[config.mk]
export PLATFORM = sky130hd
export DESIGN_NAME = opm_ctrl
export DESIGN_NICKNAME = d
export VERILOG_FILES = /design/src/rtl/core/opm_pkg.sv /design/src/rtl/core/opm_ctrl.sv
export SDC_FILE = /design/constraint.sdc
export NUM_CORES = 1
export LEC_CHECK = 0
export BUFFER_PORTS_ARGS = -buffer_cell sky130_fd_sc_hd__buf_2
export CORE_AREA = 4 4 41 43
export DETAILED_ROUTE_END_ITERATION = 8
export DIE_AREA = 0 0 45 47
export SYNTH_ARGS = -nofsm -noshare
export SYNTH_HDL_FRONTEND = slang
export SYNTH_SLANG_ARGS = --single-unit
[constraint.sdc]
create_clock -name clk_i -period 1.3 [get_ports clk_i]
set_clock_uncertainty 0.05 [all_clocks]
set_input_delay 0.26 -clock clk_i [delete_from_list [all_inputs] [get_ports clk_i]]
set_output_delay 0.26 -clock clk_i [all_outputs]
set_load 0.01 [all_outputs]
[src/rtl/core/opm_pkg.sv]
package opm_pkg;

  localparam int STORE_DEPTH = 1024;
  localparam int ADDR_W      = $clog2(STORE_DEPTH);
  localparam int CNT_W       = $clog2(STORE_DEPTH + 1);

  localparam int COORD_W     = 18;
  localparam int LIM_W       = 17;
  localparam int DIFF_W      = COORD_W + 1;
  localparam int CFG_IDX_W   = 2;
  localparam int OBS_CNT_W   = 11;

  // Register indexes on the configuration channel
  localparam logic [CFG_IDX_W-1:0] CFG_X_LIMIT    = 2'd0;
  localparam logic [CFG_IDX_W-1:0] CFG_Y_LIMIT    = 2'd1;
  localparam logic [CFG_IDX_W-1:0] CFG_MIN_HEIGHT = 2'd2;

  // Item kinds
  localparam logic REQ_POINT    = 1'b0;
  localparam logic REQ_SCAN_END = 1'b1;

  typedef logic signed [COORD_W-1:0] coord_t;

  localparam logic [LIM_W-1:0] X_LIMIT_RST    = 17'd5000;
  localparam logic [LIM_W-1:0] Y_LIMIT_RST    = 17'd5000;
  localparam coord_t           MIN_HEIGHT_RST = 18'sd200;

  localparam coord_t Z_CEILING = 18'sd2000;
  localparam coord_t HIGH_TOOL = 18'sd500;
  localparam coord_t LOW_TOOL  = 18'sd300;

  localparam logic [DIFF_W-1:0]        SAME_XY   = 19'd200;
  localparam logic [DIFF_W-1:0]        SAME_Z    = 19'd100;
  localparam logic [DIFF_W-1:0]        DANGER_XY = 19'd1200;
  localparam logic signed [DIFF_W-1:0] DANGER_Z  = 19'sd300;

  // Truncating division by the grid steps: multiply by a rounded-up
  // reciprocal, exact for every 18 bit magnitude.
  localparam int XY_QUANT    = 100;
  localparam int Z_QUANT     = 50;
  localparam int RECIP_SHIFT = 25;
  localparam int RECIP_W     = 20;
  localparam int QUOT_W      = 13;
  localparam int PROD_W      = COORD_W + RECIP_W;
  localparam int SCALE_W     = QUOT_W + 7;
  localparam logic [RECIP_W-1:0] RECIP_XY =
    RECIP_W'(((1 << RECIP_SHIFT) + XY_QUANT - 1) / XY_QUANT);
  localparam logic [RECIP_W-1:0] RECIP_Z =
    RECIP_W'(((1 << RECIP_SHIFT) + Z_QUANT - 1) / Z_QUANT);

  typedef enum logic [1:0] {
    ARM_NONE      = 2'd0,
    ARM_FAST_UP   = 2'd1,
    ARM_SLOW_DOWN = 2'd2,
    ARM_SLOW_UP   = 2'd3
  } arm_cmd_e;

  typedef enum logic [2:0] {
    ST_IDLE,
    ST_QUOT,
    ST_QUANT,
    ST_SCAN,
    ST_FINISH
  } ctrl_state_e;

  typedef struct packed {
    logic   req_type;
    coord_t base_x;
    coord_t base_y;
    coord_t base_z;
    coord_t world_x;
    coord_t world_y;
    coord_t world_z;
    coord_t tool_x;
    coord_t tool_y;
    coord_t tool_z;
    coord_t tool_ground_z;
  } item_t;

  typedef struct packed {
    logic                 point_added;
    logic                 store_full;
    arm_cmd_e             arm_command;
    logic [OBS_CNT_W-1:0] obstacle_count;
  } result_t;

  typedef struct packed {
    coord_t x;
    coord_t y;
    coord_t z;
  } entry_t;

  typedef struct packed {
    logic start;   // capture a new word, clear scan state
    logic quot;    // register quotients and the filter result
    logic quant;   // register the comparison reference
    logic scan;    // step through the store
    logic commit;  // update the store and load the result register
  } dp_cmd_t;

  typedef struct packed {
    logic is_point;
    logic keep;
    logic scan_done;
  } dp_status_t;

endpackage

[src/rtl/core/opm_ctrl.sv]
module opm_ctrl (
  input  logic                clk_i,
  input  logic                rst_ni,
  input  logic                in_valid_i,
  output logic                in_ready_o,
  output logic                out_valid_o,
  input  logic                out_ready_i,
  input  opm_pkg::dp_status_t sts_i,
  output opm_pkg::dp_cmd_t    cmd_o
);
  import opm_pkg::*;

  ctrl_state_e state_q, state_d;
  logic        out_valid_q, out_valid_d;
  logic        out_free;

  assign out_free = !out_valid_q || out_ready_i;

  always_comb begin
    state_d = state_q;
    unique case (state_q)
      ST_IDLE: begin
        if (in_valid_i) state_d = ST_QUOT;
      end
      ST_QUOT: begin
        state_d = ST_QUANT;
      end
      ST_QUANT: begin
        if (sts_i.is_point && !sts_i.keep) state_d = ST_FINISH;
        else state_d = ST_SCAN;
      end
      ST_SCAN: begin
        if (sts_i.scan_done) state_d = ST_FINISH;
      end
      ST_FINISH: begin
        if (out_free) state_d = ST_IDLE;
      end
      default: begin
        state_d = ST_IDLE;
      end
    endcase
  end

  always_comb begin
    in_ready_o   = (state_q == ST_IDLE);
    cmd_o.start  = (state_q == ST_IDLE) && in_valid_i;
    cmd_o.quot   = (state_q == ST_QUOT);
    cmd_o.quant  = (state_q == ST_QUANT);
    cmd_o.scan   = (state_q == ST_SCAN);
    cmd_o.commit = (state_q == ST_FINISH) && out_free;
  end

  always_comb begin
    out_valid_d = out_valid_q;
    if (cmd_o.commit) out_valid_d = 1'b1;
    else if (out_ready_i) out_valid_d = 1'b0;
  end

  assign out_valid_o = out_valid_q;

  always_ff @(posedge clk_i or negedge rst_ni) begin
    if (!rst_ni) begin
      state_q     <= ST_IDLE;
      out_valid_q <= 1'b0;
    end else begin
      state_q     <= state_d;
      out_valid_q <= out_valid_d;
    end
  end

endmodule

==> impl_metrics.csv <==
group,metric,value,unit
status,status,"complete, but fails checks",
status,violations,"setup timing",
yosys,synth-seq-area-share,0.4233,
clock_tree,cts_max_level,1,
place,dp_hpwl,426,um
flow_run,drv_cap,0,
cells_and_area,fillers,148,
min_path,hp-class,"primary input to register",
yosys,syn_area,236.5,um^2
cells_and_area,drive_above_1_share,0.6087,
yosys,synth-seq-cells,4,
worst_setup_path,worstPathMaxFanout,6,
global_route,grt_antenna_before_repair,0,
sta,min_period_over_period,1.123,
min_path,hp-start,"out_ready_i",
worst_setup_path,cp-start-kind,"register",
drt,drc,0,
power_and_ir_drop,comb_power_share,0.527,
clock_tree,cts_tree,"yes",
power_and_ir_drop,p_sw,366.2,uW
worst_setup_path,r2r-start,"state_q[0]",
power_and_ir_drop,power_frac_seq,0.306,
drt,drt_iter0_markers,7,
worst_setup_path,worst_setup_path_end_kind,"output pin",
sta,grt_setup_unrepaired,"yes",
drt,routed_wirelength,604,um
clock_tree,clkSlewWorstSetupHoldPaths,0.04,ns
yosys,synth_top_area_frac,0.4233,
drt,avgViaCountPerCell,4.066,
sta,fin_ws,-0.1605,ns
power_and_ir_drop,swShare,0.3945,
place,port-buffer-count,13,
floorplan,die_h,47,um
yosys,synthSimpleGateAreaFrac,0.3757,
sta,setup_viol,6,
floorplan,rows,13,
floorplan,io_pins,14,
place,placed_cells,54,
power_and_ir_drop,p_per_area,2319,nW/um^2
sta,maxSlewHeadroom,0.8240,
power_and_ir_drop,vdd_drop_max,1.049,mV
place,gp_congestion,0.6580,
global_route,grt-ovfl-total,0,
yosys,ys.flop_type,"dfrtp_1",
sta,hold-worst-slack,0.2734,ns
clock_tree,numCtsBuffers,3,
worst_setup_path,critPathKind,"register to output pin",
yosys,async_flop_share,1.000,
global_route,grt_pass1_vias,258,
floorplan,core,1301,um^2
power_and_ir_drop,intPower,562.1,uW
yosys,netlist_instances,27,
drt,vias,248,
cells_and_area,regArea,103.9,um^2
clock_tree,clk_latency,0.24,ns
sta,fmax,684.7,MHz
yosys,netlist.top_cell.by_area,"dfrtp_1",
sta,fin_crit,1.461,ns
floorplan,fp.dieW,45,um
worst_setup_path,cp.arrival,1.15,ns
yosys,synthMuxAreaShare,0,
global_route,grt_max_degree,9,
power_and_ir_drop,pwr-share-clk,0.167,
cells_and_area,diodes,0,
cells_and_area,fin_cells,61,
yosys,synth_common_cells,"4 x dfrtp_1, 4 x nor2_1, 3 x nand2_1, 3 x nand2b_1, 2 x nor3_1",
power_and_ir_drop,cellLeakagePower,0.2033,nW
global_route,grt_first_pass_wirelength,1000,um
drt,drt_first_pass_iters,4,
yosys,ys_types,16,
yosys,synth_compound_area_frac,0.1534,
cells_and_area,multi_input_area,141.4,um^2
yosys,yosysWarnings,0,
clock_tree,clock-sinks,4,
yosys,synth-xor-area-share,0,
worst_setup_path,crit_path_start,"state_q[1]",
clock_tree,cts_root_buffer,"clkbuf_4",
drt,routedWlPerCell,9.902,um
drt,ant_nets,0,
global_route,grt_usage,0.07126,
yosys,syn-num-nets,34,
floorplan,fp.dieArea,2115,um^2
sta,tightest_slew,0.2613,ns
yosys,synth_top_family_by_area,"simple AND/OR/NAND/NOR gates",
clock_tree,clock_path_buffers,2,
yosys,synth_edf_count,0,
cells_and_area,area_growth,69.31,%
yosys,synth_area_leaders,"dfrtp_1 42%, nand2b_1 7.9%, nor2_1 6.3%",
sta,slew_violations,0,
floorplan,start_util,0.1817,
worst_setup_path,required,0.99,ns
sta,timing_hold_violations_final,0,
cells_and_area,nNetsFinal,55,
yosys,syn_avg_cell_area,8.758,um^2
yosys,yosys.area_share.adder,0,
==> power by group through the flow <==
stage / clock network [mW] / registers [mW] / logic (mW)
4_1_cts: 0.159 / 0.279 / 0.417
3_5_place_dp: 0 / 0.267 / 0.355
5_1_grt: 0.171 / 0.297 / 0.544
6_report: 0.155 / 0.284 / 0.489
2_1_floorplan: 0 / 0.250 / 0.235
3_3_place_gp: 0 / 0.262 / 0.350
==> metrics by stage <==
step	cell area (um^2)	total power, mW	worst slack, ns	utilization	TNS [ns]
3_5_place_dp	312.8	0.6221	0.04382	0.2404	0
3_3_place_gp	312.8	0.6119	0.07295	0.2404	0
4_1_cts	370.4	0.8539	-0.1791	0.2846	-0.6099
5_1_grt	400.4	1.012	-0.2035	0.3077	-0.9536
2_1_floorplan	236.5	0.4852	0.08780	-	0
6_report	400.4	0.9284	-0.1605	0.3077	-0.6142
==> registers in the layout (all words and copies together) (netlist names) <==
signal and cells:
state_q 3, out_valid_o 1
==> worst paths after layout <==
check                              end  depth (start not counted)  slack (ns)
min                        out_valid_o                          3        0.27
max                           cmd_o[4]                          3       -0.16
max reg2reg                 state_q[2]                          4        0.09
min reg2reg                out_valid_o                          2        0.46
min in group asynchronous  out_valid_o                          2        0.30
max in group asynchronous   state_q[1]                          2        0.76
==> placed cells by master (no fill, tap or decap), drive strengths merged <==
master / Yosys / layout
dlygate4sd3: 0 / 1
and3: 1 / 1
buf: 1 / 16
inv: 1 / 1
a22o: 1 / 1
a31oi: 1 / 1
o21ai: 1 / 1
clkbuf: 0 / 3
nor3: 3 / 3
and2b: 1 / 1
o21bai: 1 / 1
a21boi: 1 / 1
nand2b: 3 / 3
nor2: 4 / 4
and2: 1 / 1
dfrtp: 4 / 4
nand2: 3 / 3
==> layer usage <==
| metal | global-route usage | wire [um] | part of all wire |
|---|---|---|---|
| met4 | 0.05263 | 0 | 0 |
| met2 | 0.09040 | 236 | 0.39 |
| met5 | 0 | 0 | 0 |
| met3 | 0.04981 | 83 | 0.14 |
| met1 | 0.08238 | 283 | 0.47 |
==> cells by family after synthesis <==
group	after synthesis
AOI/OAI and AO/OA	5
buffers and inverters	2
DFF	4
and+or+nand+nor	16
==> final cells by class <==
class                      count  share of cell area
timing repair buffer          17              0.2750
multi-input combinational     21              0.3531
clock buffer                   3             0.05625
sequential                     4              0.2594
inverter                       1            0.009375
tap                           15             0.04688
==> critical path: stages, from the launching register on <==
cell and delay (ns):
dfrtp_2 0.45, nor3_4 0.20, and2_4 0.17, buf_6 0.09
==> what timing repair did <==
action | 4_1_cts | 5_1_grt
pin swaps | 2 | 2
hold buffers | 1 | 0
endpoints found under the setup margin | 6 | 6
resized for setup | 5 | 3
endpoints found under the hold margin | 4 | 0
setup buffers | 1 | 2
Note: power is estimated with default switching activity, not from simulation.
